`src/sv/epwa_pkg.sv`:
```
// Shared widths, codes, constants and types of the edge pulse-width analyzer.
// Used by edge_pulse_width_analyzer and its port checker; no dependencies.
`default_nettype none

package epwa_pkg;

	localparam int CHANNELS_DEF = 4;

	localparam int TS_W       = 32;
	localparam int REV_W      = 16;
	localparam int TOOTH_W    = 8;
	localparam int CHAN_W     = 2;
	localparam int EN_W       = 4;
	localparam int DUTY_W     = 16;
	localparam int FREQ_W     = 20;
	localparam int PROD_W     = 46;
	localparam int CNT_W      = $clog2(PROD_W + 1);
	localparam int CFG_IDX_W  = 1;
	localparam int CFG_DATA_W = 32;

	localparam logic [TS_W-1:0]      EXPIRY_RESET = 32'd4000000;
	localparam logic [13:0]          DUTY_SCALE   = 14'd10000;
	localparam logic [FREQ_W-1:0]    FREQ_NUM     = 20'd1000000;

	localparam logic                 KIND_EDGE  = 1'b0;
	localparam logic                 KIND_TOOTH = 1'b1;

	localparam logic [CFG_IDX_W-1:0] REG_CHANNEL_ENABLE = 1'b0;
	localparam logic [CFG_IDX_W-1:0] REG_EXPIRY         = 1'b1;

	typedef enum logic [2:0] {
		ST_IDLE,
		ST_UPDATE,
		ST_EXPIRE,
		ST_MULT,
		ST_DIV_DUTY,
		ST_DIV_FREQ,
		ST_FINISH
	} epwa_state_t;

	typedef struct packed {
		logic [CHAN_W-1:0] report_channel;
		logic              channel_active;
		logic [TS_W-1:0]   high_width;
		logic [TS_W-1:0]   low_width;
		logic [TS_W-1:0]   period;
		logic [TS_W-1:0]   prev_total_on;
		logic [TS_W-1:0]   wave_offset;
		logic [TS_W-1:0]   rise_count;
		logic [TS_W-1:0]   fall_count;
		logic [TS_W-1:0]   engine_cycle;
		logic [DUTY_W-1:0] duty;
		logic [FREQ_W-1:0] freq;
	} report_t;

endpackage

`default_nettype wire

```
`src/sv/edge_pulse_width_analyzer.sv`:
```
// Top level of the edge pulse-width analyzer: per-channel edge state, sequencer
// and shared bit-serial divider. Depends on epwa_pkg.
//
// Usage:
//   Input channel (in_valid/in_ready) carries one event per transaction: a
//   timestamped edge on a channel (kind = edge) or an engine-trigger tooth
//   (kind = tooth). Every accepted event yields exactly one report on the
//   output channel (out_valid/out_ready) for the addressed channel.
//   Configuration is a plain write port (cfg_we, cfg_index, cfg_data):
//   index 0 is the channel enable mask, index 1 the expiry time in us.
//   Write it only while no event is in flight.
//   An event passes the update, expiry, multiply, duty-divide,
//   frequency-divide and finish states in order; a new event is taken only
//   once the last report is loaded. The single restoring divider runs 46
//   steps for duty and then 20 steps for frequency. A disabled channel or a
//   zero period skips the divider and goes from multiply straight to finish.
//   Reset clears all channel state, the enable mask (all off) and sets the
//   expiry time to 4 s. A stalled receiver holds the report in the output
//   register; the block still takes the next event and holds its finished
//   report internally until the output register frees up.
`default_nettype none

module edge_pulse_width_analyzer #(
	parameter int CHANNELS = epwa_pkg::CHANNELS_DEF
) (
	input  wire logic                             clk,
	input  wire logic                             arst_n,

	input  wire logic                             cfg_we,
	input  wire logic [epwa_pkg::CFG_IDX_W-1:0]   cfg_index,
	input  wire logic [epwa_pkg::CFG_DATA_W-1:0]  cfg_data,

	input  wire logic                             in_valid,
	output logic                                  in_ready,
	input  wire logic                             kind,
	input  wire logic [epwa_pkg::CHAN_W-1:0]      channel,
	input  wire logic                             level,
	input  wire logic [epwa_pkg::TS_W-1:0]        timestamp_us,
	input  wire logic [epwa_pkg::REV_W-1:0]       revolution_count,
	input  wire logic [epwa_pkg::TOOTH_W-1:0]     tooth_index,

	output logic                                  out_valid,
	input  wire logic                             out_ready,
	output logic [epwa_pkg::CHAN_W-1:0]           report_channel,
	output logic                                  channel_active,
	output logic [epwa_pkg::TS_W-1:0]             high_width_us,
	output logic [epwa_pkg::TS_W-1:0]             low_width_us,
	output logic [epwa_pkg::TS_W-1:0]             period_us,
	output logic [epwa_pkg::TS_W-1:0]             prev_total_on_us,
	output logic [epwa_pkg::TS_W-1:0]             wave_offset_us,
	output logic [epwa_pkg::TS_W-1:0]             rise_count,
	output logic [epwa_pkg::TS_W-1:0]             fall_count,
	output logic [epwa_pkg::TS_W-1:0]             engine_cycle_us,
	output logic [epwa_pkg::DUTY_W-1:0]           duty_hundredths,
	output logic [epwa_pkg::FREQ_W-1:0]           freq_hz
);
	import epwa_pkg::*;

	localparam int IDX_W = (CHANNELS > 1) ? $clog2(CHANNELS) : 1;

	// Configuration registers
	logic [EN_W-1:0] channel_enable_q;
	logic [TS_W-1:0] expiry_q;

	// Per-channel measurement state
	logic [TS_W-1:0]  rise_time_q      [CHANNELS];
	logic [TS_W-1:0]  fall_time_q      [CHANNELS];
	logic [TS_W-1:0]  last_activity_q  [CHANNELS];
	logic [TS_W-1:0]  high_width_q     [CHANNELS];
	logic [TS_W-1:0]  low_width_q      [CHANNELS];
	logic [TS_W-1:0]  period_q         [CHANNELS];
	logic [TS_W-1:0]  on_acc_q         [CHANNELS];
	logic [TS_W-1:0]  prev_total_on_q  [CHANNELS];
	logic [TS_W-1:0]  wave_offset_q    [CHANNELS];
	logic [REV_W-1:0] seen_rev_q       [CHANNELS];
	logic [TS_W-1:0]  rises_seen_q     [CHANNELS];
	logic [TS_W-1:0]  falls_seen_q     [CHANNELS];
	logic [TS_W-1:0]  cycle_start_q;
	logic [TS_W-1:0]  cycle_duration_q;

	// Captured event
	logic               kind_q;
	logic [CHAN_W-1:0]  chan_q;
	logic               level_q;
	logic [TS_W-1:0]    now_q;
	logic [REV_W-1:0]   rev_q;
	logic [TOOTH_W-1:0] tooth_q;
	logic               act_q;

	// Sequencer and divider
	epwa_state_t      state_q, state_d;
	logic [CNT_W-1:0] div_cnt_q;
	logic [PROD_W-1:0] div_n_q;
	logic [TS_W-1:0]  div_r_q;
	report_t          res_q;
	report_t          out_q;
	logic             out_valid_q;

	logic             accept;
	logic             out_free;
	logic             load_out;
	logic             div_last;

	logic [IDX_W-1:0] idx;
	logic             act_in;
	logic [TS_W-1:0]  fall_w;
	logic [TS_W-1:0]  acc_sum;
	logic [TS_W-1:0]  elapsed;
	logic             expired;
	logic [PROD_W-1:0] prod;

	logic [TS_W:0]     div_t;
	logic [TS_W:0]     div_sub;
	logic              div_ge;
	logic [TS_W-1:0]   div_r_next;
	logic [PROD_W-1:0] div_n_next;
	logic [DUTY_W-1:0] duty_sat;

	assign idx     = IDX_W'(chan_q);
	assign act_in  = (32'(channel) < 32'(CHANNELS)) && channel_enable_q[channel];
	assign fall_w  = now_q - rise_time_q[idx];
	assign acc_sum = on_acc_q[idx] + fall_w;
	assign elapsed = now_q - last_activity_q[idx];
	assign expired = elapsed > expiry_q;
	assign prod    = PROD_W'(res_q.high_width) * PROD_W'(DUTY_SCALE);

	// One restoring step: shift in the next dividend bit, subtract when it fits.
	assign div_t      = {div_r_q, div_n_q[PROD_W-1]};
	assign div_sub    = div_t - {1'b0, res_q.period};
	assign div_ge     = !div_sub[TS_W];
	assign div_r_next = div_ge ? div_sub[TS_W-1:0] : div_t[TS_W-1:0];
	assign div_n_next = {div_n_q[PROD_W-2:0], div_ge};
	assign duty_sat   = (|div_n_next[PROD_W-1:DUTY_W]) ? '1 : div_n_next[DUTY_W-1:0];

	assign accept   = in_valid && in_ready;
	assign out_free = !out_valid_q || out_ready;
	assign div_last = (div_cnt_q == CNT_W'(1));

	// Next state
	always_comb begin
		state_d = state_q;
		case (state_q)
			ST_IDLE: begin
				if (in_valid) state_d = ST_UPDATE;
			end
			ST_UPDATE:  state_d = ST_EXPIRE;
			ST_EXPIRE:  state_d = ST_MULT;
			ST_MULT: begin
				// Disabled channels report a zero period, so both skip the divider.
				if (res_q.period == '0) state_d = ST_FINISH;
				else                    state_d = ST_DIV_DUTY;
			end
			ST_DIV_DUTY: begin
				if (div_last) state_d = ST_DIV_FREQ;
			end
			ST_DIV_FREQ: begin
				if (div_last) state_d = ST_FINISH;
			end
			ST_FINISH: begin
				if (out_free) state_d = ST_IDLE;
			end
			default:    state_d = ST_IDLE;
		endcase
	end

	// Sequencer outputs
	always_comb begin
		in_ready = 1'b0;
		load_out = 1'b0;
		case (state_q)
			ST_IDLE:   in_ready = 1'b1;
			ST_FINISH: load_out = out_free;
			default: begin
				in_ready = 1'b0;
				load_out = 1'b0;
			end
		endcase
	end

	// Control registers
	always_ff @(posedge clk or negedge arst_n) begin
		if (!arst_n) begin
			state_q     <= ST_IDLE;
			div_cnt_q   <= '0;
			out_valid_q <= 1'b0;
		end else begin
			state_q <= state_d;
			case (state_q)
				ST_MULT:     div_cnt_q <= CNT_W'(PROD_W);
				ST_DIV_DUTY: div_cnt_q <= div_last ? CNT_W'(FREQ_W) : div_cnt_q - CNT_W'(1);
				ST_DIV_FREQ: div_cnt_q <= div_cnt_q - CNT_W'(1);
				default:     div_cnt_q <= div_cnt_q;
			endcase
			if (load_out)       out_valid_q <= 1'b1;
			else if (out_ready) out_valid_q <= 1'b0;
		end
	end

	// Configuration and channel state
	always_ff @(posedge clk or negedge arst_n) begin
		if (!arst_n) begin
			channel_enable_q <= '0;
			expiry_q         <= EXPIRY_RESET;
			cycle_start_q    <= '0;
			cycle_duration_q <= '0;
			for (int i = 0; i < CHANNELS; i++) begin
				rise_time_q[i]     <= '0;
				fall_time_q[i]     <= '0;
				last_activity_q[i] <= '0;
				high_width_q[i]    <= '0;
				low_width_q[i]     <= '0;
				period_q[i]        <= '0;
				on_acc_q[i]        <= '0;
				prev_total_on_q[i] <= '0;
				wave_offset_q[i]   <= '0;
				seen_rev_q[i]      <= '0;
				rises_seen_q[i]    <= '0;
				falls_seen_q[i]    <= '0;
			end
		end else begin
			if (cfg_we) begin
				case (cfg_index)
					REG_CHANNEL_ENABLE: channel_enable_q <= cfg_data[EN_W-1:0];
					REG_EXPIRY:         expiry_q         <= cfg_data[TS_W-1:0];
					default:            expiry_q         <= expiry_q;
				endcase
			end
			if (state_q == ST_UPDATE) begin
				if (kind_q == KIND_TOOTH) begin
					// Only the first tooth opens an engine cycle.
					if (tooth_q == '0) begin
						cycle_duration_q <= now_q - cycle_start_q;
						cycle_start_q    <= now_q;
					end
				end else if (act_q) begin
					last_activity_q[idx] <= now_q;
					if (level_q) begin
						rises_seen_q[idx] <= rises_seen_q[idx] + TS_W'(1);
						low_width_q[idx]  <= now_q - fall_time_q[idx];
						period_q[idx]     <= now_q - rise_time_q[idx];
						rise_time_q[idx]  <= now_q;
					end else begin
						falls_seen_q[idx] <= falls_seen_q[idx] + TS_W'(1);
						high_width_q[idx] <= fall_w;
						fall_time_q[idx]  <= now_q;
						// A new revolution latches the running total and restarts it.
						if (seen_rev_q[idx] != rev_q) begin
							seen_rev_q[idx]      <= rev_q;
							prev_total_on_q[idx] <= acc_sum;
							on_acc_q[idx]        <= '0;
							wave_offset_q[idx]   <= now_q - cycle_start_q;
						end else begin
							on_acc_q[idx] <= acc_sum;
						end
					end
				end
			end
		end
	end

	// Event capture, report assembly and divider datapath
	always_ff @(posedge clk) begin
		if (accept) begin
			kind_q  <= kind;
			chan_q  <= channel;
			level_q <= level;
			now_q   <= timestamp_us;
			rev_q   <= revolution_count;
			tooth_q <= tooth_index;
			act_q   <= act_in;
		end
		case (state_q)
			ST_EXPIRE: begin
				res_q.report_channel <= chan_q;
				res_q.channel_active <= act_q;
				res_q.engine_cycle   <= cycle_duration_q;
				res_q.high_width     <= (act_q && !expired) ? high_width_q[idx] : '0;
				res_q.low_width      <= act_q ? low_width_q[idx]     : '0;
				res_q.period         <= act_q ? period_q[idx]        : '0;
				res_q.prev_total_on  <= act_q ? prev_total_on_q[idx] : '0;
				res_q.wave_offset    <= act_q ? wave_offset_q[idx]   : '0;
				res_q.rise_count     <= act_q ? rises_seen_q[idx]    : '0;
				res_q.fall_count     <= act_q ? falls_seen_q[idx]    : '0;
				res_q.duty           <= '0;
				res_q.freq           <= '0;
			end
			ST_MULT: begin
				div_n_q <= prod;
				div_r_q <= '0;
			end
			ST_DIV_DUTY: begin
				if (div_last) begin
					// Latch duty, then load the frequency numerator left-aligned.
					res_q.duty <= duty_sat;
					div_n_q    <= {FREQ_NUM, (PROD_W - FREQ_W)'(0)};
					div_r_q    <= '0;
				end else begin
					div_n_q <= div_n_next;
					div_r_q <= div_r_next;
				end
			end
			ST_DIV_FREQ: begin
				div_n_q <= div_n_next;
				div_r_q <= div_r_next;
				if (div_last) res_q.freq <= div_n_next[FREQ_W-1:0];
			end
			default: begin
				div_n_q <= div_n_q;
			end
		endcase
		if (load_out) out_q <= res_q;
	end

	assign out_valid        = out_valid_q;
	assign report_channel   = out_q.report_channel;
	assign channel_active   = out_q.channel_active;
	assign high_width_us    = out_q.high_width;
	assign low_width_us     = out_q.low_width;
	assign period_us        = out_q.period;
	assign prev_total_on_us = out_q.prev_total_on;
	assign wave_offset_us   = out_q.wave_offset;
	assign rise_count       = out_q.rise_count;
	assign fall_count       = out_q.fall_count;
	assign engine_cycle_us  = out_q.engine_cycle;
	assign duty_hundredths  = out_q.duty;
	assign freq_hz          = out_q.freq;

endmodule

`default_nettype wire

```
`config.mk`:
```
export PLATFORM = sky130hd
export DESIGN_NAME = edge_pulse_width_analyzer
export DESIGN_NICKNAME = d
export VERILOG_FILES = /design/src/sv/epwa_pkg.sv /design/src/sv/edge_pulse_width_analyzer.sv
export SDC_FILE = /design/constraint.sdc
export NUM_CORES = 2
export LEC_CHECK = 0
export BUFFER_PORTS_ARGS = -buffer_cell sky130_fd_sc_hd__buf_2
export CAP_MARGIN = 20
export CORE_MARGIN = 3
export CORE_UTILIZATION = 60
export DETAILED_ROUTE_END_ITERATION = 16
export PLACE_DENSITY = 0.83
export SYNTH_ARGS = -nofsm -noshare
export SYNTH_HDL_FRONTEND = slang
export SYNTH_SLANG_ARGS = --single-unit
```
`constraint.sdc`:
```
create_clock -name clk -period 24.8 [get_ports clk]
set_clock_uncertainty 0.1 [all_clocks]
set_input_delay 3.72 -clock clk [delete_from_list [all_inputs] [get_ports clk]]
set_output_delay 3.72 -clock clk [all_outputs]
set_load 0.01 [all_outputs]
```
* Word level (Yosys, flattened, before mapping)
Index checks and enable logic that the tools add are counted.
Word-level totals: bits of input ports 98, output and inout port bits 297, bits in registers 2311, logic and storage cells 222
Operators by class: multipliers 1, $lt $le $gt $ge 4, eq/ne operators 12, reduce and logical (&&, ||, !) cells 25, $add $sub $neg 9, bitwise logic cells 6, multiplexer cells 77
Operator list (count):
- $bwmux W128 | 11
- $mux W32 | 25
- $bmux W32 S2 | 11
- $pmux W46 S3 | 1
- $and A128 B128 Y128 | 1
- $mux W128 | 1
- $not A128 Y128 | 1
- $sub A32 B32 Y32 | 4
- $pmux W32 S3 | 1
- $mux W16 | 5
- $add A32 B1 Y32 const B | 2
- $bwmux W64 | 1
- $demux W32 S2 | 1
- $mux W46 | 1
- $mul A32 B10 Y42 const B | 1
- $pmux W20 S2 | 1
- $sub A33 B32 Y33 | 1
- $add A32 B32 Y32 | 1
- $bmux W16 S2 | 1
- $demux W16 S2 | 1
- $gt A32 B32 Y1 | 1
- $logic_not A32 Y1 | 1
- $pmux W16 S2 | 1
- $reduce_or A30 Y1 | 1
- 31 further kinds | 58

* Depth between registers and ports, before layout
depth in word-level cells 8, depth in mapped cells 41, mapped depth without buffers 29

* Least setup slack after synthesis
Ideal clock, no wire load.
kind input -> register, start point input out_ready, end point register, netlist name channel_active, buffers on the path 0, library setup time 0.957 ns, stages on the path 3, path slack 7.613 ns, arrival time 16.130 ns, required time 23.743 ns, path through nand2b_1 -> nand2_1 -> nor2_1
Between the ends: cells in the longest elaborated chain, start to end 2
Ends and longest elaborated chain:
- start: declaration | line edge_pulse_width_analyzer.sv:43 | input wire logic out_ready,
- $logic_or A1 B1 Y1 | line edge_pulse_width_analyzer.sv:136 | assign out_free = !out_valid_q || out_ready;
- $mux W1 | line edge_pulse_width_analyzer.sv:170 | case (state_q)
- via load_out | line edge_pulse_width_analyzer.sv:101 | logic load_out;
The timed path passes the listed nets, and every way through them passes these cells. A chain may end at the register's enable or synchronous reset.

* Final worst setup path
start point register chan_q[0], end point register prev_total_on_q[93] (netlist bit)
Between the ends: cells in the longest elaborated chain, start to end 7, elaborated cells between the ends (all ways) 20, those cells by class add/sub (2); order compare (2); eq/ne (1); mux (12); bitwise (1); reduce/logical (2)
Ends and longest elaborated chain:
- start: declaration | line edge_pulse_width_analyzer.sv:83 | logic [CHAN_W-1:0] chan_q;
- start signal: assignment | line edge_pulse_width_analyzer.sv:265 | chan_q <= channel;
- $not A2 Y3 (not written as such) | line edge_pulse_width_analyzer.sv:121 | assign fall_w = now_q - rise_time_q[idx];
- $bmux W32 S2 | line edge_pulse_width_analyzer.sv:121
- $mux W32 (not written as such) (2 in a row) | line edge_pulse_width_analyzer.sv:121
- $sub A32 B32 Y32 | line edge_pulse_width_analyzer.sv:121
- via fall_w[8] | line edge_pulse_width_analyzer.sv:106 | logic [TS_W-1:0] fall_w;
- $add A32 B32 Y32 | line edge_pulse_width_analyzer.sv:122 | assign acc_sum = on_acc_q[idx] + fall_w;
- $bwmux W128 | line edge_pulse_width_analyzer.sv:249 | prev_total_on_q[idx] <= acc_sum;
- end signal: indexed assignment | line edge_pulse_width_analyzer.sv:249
- end: declaration | line edge_pulse_width_analyzer.sv:73 | logic [TS_W-1:0] prev_total_on_q [CHANNELS];
The timed path passes the listed nets, and every way through them passes these cells. The select of a mux whose other input is x is not followed.

==> run metrics <==
outcome=finished clean; Avg Synthesized Cell Area=11.7 sq um; DRT antenna net count=0; initial antenna violation count=8; routed wl met2=135000 um; CP Data Required Time=about 25000 ps; final design utilization=0.675; share of the yosys chip area belonging to registers=0.572; met3 wire len=20100 um; total CTS buffers=220; Final setup violation count=0; #FFs+latches synth=2311; RR Startpoint=chan_q[0]$_DFFE_PP_; GP Congestion=0.894; Post-synth EDFFs=729; nets=9988; worst-skew pair later-pin latency=890 ps; WP data arrival=9100 ps; CP startpoint=chan_q[0]$_DFFE_PP_; Main synth FF type=dfrtp_1; Die Span Y=429 um; share of cells above drive strength 1=0.167; vias per cell=6.15; die area=0.184 sq mm; DP Wirelength=174000 um; clock sinks=2311; max layer used=met5; Reg2Reg Setup Slack=16320 ps; critical path class=reg -> reg; Slew @ Worst Pin=1190 ps; Worst Hold Class=reg -> reg; DRC violations left=0; commonest cells after routing, fill and taps aside=1981 x nand2_1, 1575 x dfrtp_1, 1221 x o21ai_0; Setup crit end kind=flip-flop; Cell variety after synth=98; Max-Cap Viols=0; largest net degree at the start of global routing=200; # placed instances=~12000; GRT Total Usage=0.297; Initial Utilization=0.607; DRT Pass-1 Iters=7; first-pass GRT wire length=430000 um; crit share post-route=0.342; P&R area growth vs syn=11.2%; most common cell after layout, fill and taps aside=nand2_1; Worst setup endpoint=prev_total_on_q[93]$_DFFE_PN0P_; clk slew on worst S/H paths=about 60 ps; R2R cell count=24; cts repair resizes=0; WL met1=103000 um; Vias=73873; RSZ-0062 raised after global routing=false; Clock Path Buffers=3; ys async rst share=0.685; crit path max fanout=91; H-tree levels=4; Mapped Area=0.107 sq mm; TritonCTS clock tree=built; startpoint types=flip-flop; WHS Path Cells=0; Post-Synthesis Cells=between 9000 and 10000; IO Pins=395; Final Instance Count excl. Fillers=12003; TNS Setup=0 ps; # rows=154; core box area=roughly 0.18 sq mm; WL final=272000 um; Fmax=~120 MHz; Max Slew Vio Count=0; Routed wire per std cell=22.7 um; root buffer cell=clkbuf_16; hold buffer count at cts=0; Post-Syn Nets=9748; reg2reg end=prev_total_on_q[93]$_DFFE_PN0P_; setup bufs post-CTS=0; PwrDens=140 mW/mm^2; Fin. Hold Viols=0; YS warnings=0; Die X=~430 um; peak supply drop=0.196 mV; min cycle time layout=8480 ps; Detailed Route Iter0 Violations=7410; leakage=~53 nW; total gr overflow=0; number of I/O port buffers=394; vias in the first global route=76921; Slew Limit Headroom=0.208
==> cell type report <==
class,count,area [sq um]
Clock buffer,299,6210
Sequential cell,2311,61500
Timing Repair Buffer,519,3140
Fill cell,11719,57500
Tap cell,2340,2930
Clock inverter,122,1650
Multi-Input combinational cell,5941,42400
Antenna cell,5,12.5
Inverter,466,1760
==> sequential cells by signal, indices dropped and copies added, names as in the netlist, 46 cells and up <==
name and flops:
high_width_q 128, low_width_q 128, seen_rev_q 64, rises_seen_q 128
rise_time_q 128, fall_time_q 128, on_acc_q 128, prev_total_on_q 128
period_q 128, div_n_q 46, res_q 295, wave_offset_q 128
last_activity_q 128, falls_seen_q 128
==> logic make-up after synthesis <==
logic type | count (synthesis) | synth area share
simple gates | 2792 | 0.113
buf+inv | 967 | 0.0353
xor+xnor | 288 | 0.0243
mux | 643 | 0.106
fa+ha+maj | 431 | 0.0564
compound gates | 1787 | 0.0932
flops | 2311 | 0.572
==> per-layer routing <==
metal / track usage / up-vias
li1: - / 32462
met5: 0 / -
met4: 0.150 / 2
met2: 0.497 / 3329
met1: 0.378 / 37304
met3: 0.0469 / 776
==> worst max-delay path, stage by stage (launching register included) <==
cell and delay [ps]:
edfxtp_1 320, buf_4 760, buf_4 840, buf_12 630
mux4_2 600, inv_1 80, ha_1 300, o21a_1 140
o31a_1 170, o21ai_0 300, xor2_1 720, inv_1 120
ha_1 370, a211oi_1 330, nor2_1 120, or2_2 300
a32oi_1 390, a21oi_1 140, a31oi_1 190, a211o_1 170
o21a_2 210, o211ai_1 130, a31oi_1 220, xor2_1 450
o21ai_0 180
==> how the worst min path moves through the flow <==
stage                                        start                              to  slack, ps
final                     res_q[107]$_SDFFCE_PN0P_         rise_count[7]$_DFFE_PP_        310
after global routing      res_q[163]$_SDFFCE_PN0P_    wave_offset_us[31]$_DFFE_PP_        320
after CTS                 res_q[157]$_SDFFCE_PN0P_    wave_offset_us[25]$_DFFE_PP_        310
after detailed placement   res_q[31]$_SDFFCE_PN0P_   duty_hundredths[11]$_DFFE_PP_        300
after global placement    res_q[183]$_SDFFCE_PN0P_  prev_total_on_us[19]$_DFFE_PP_        300
after floorplan               res_q[292]$_DFFE_PP_        channel_active$_DFFE_PP_        300
==> through the flow <==
step | total power [mW] | setup slack, ps | cell area, sq um | hold WS, ps
6_report | 16.7 | 16320 | 120000 | 314
5_1_grt | 17.9 | 15530 | 120000 | 318
4_1_cts | 16.7 | 16260 | 119000 | 310
3_5_place_dp | 13.1 | 16350 | 112000 | 305
3_3_place_gp | 12.7 | 16480 | 112000 | 303
2_1_floorplan | 11.1 | 7610 | 107000 | 300
==> synth_stat cells (30+ instances only) <==
master    count  area share
a21o_1      106      0.0074
a21oi_1     207      0.0096
and2_1      216       0.013
and3_1       66      0.0038
buf_2        62      0.0029
clkbuf_1    397       0.014
dfrtp_1    1575        0.37
edfxtp_1    729        0.20
fa_1         89       0.017
ha_1        342       0.040
inv_1       464       0.016
mux2_2      266       0.028
mux4_2      369       0.077
nand2_1    1990       0.070
nand2b_1     45      0.0026
nand3_1      96      0.0045
nand4_1      38      0.0022
nor2_1      125      0.0044
nor2b_1      72      0.0042
nor3_1       38      0.0018
o21a_1       52      0.0036
o21ai_0    1223       0.057
o21bai_1     30      0.0021
xnor2_1     155       0.013
xor2_1      124       0.010
==> report_power, final <==
group | internal [mW] | switching (mW)
Sequential | 5.22 | 0.584
Combinational | 2.97 | 4.38
Clock | 2.05 | 1.52
Total | 10.2 | 6.48
No activity file was read; power rests on OpenSTA's default activity.
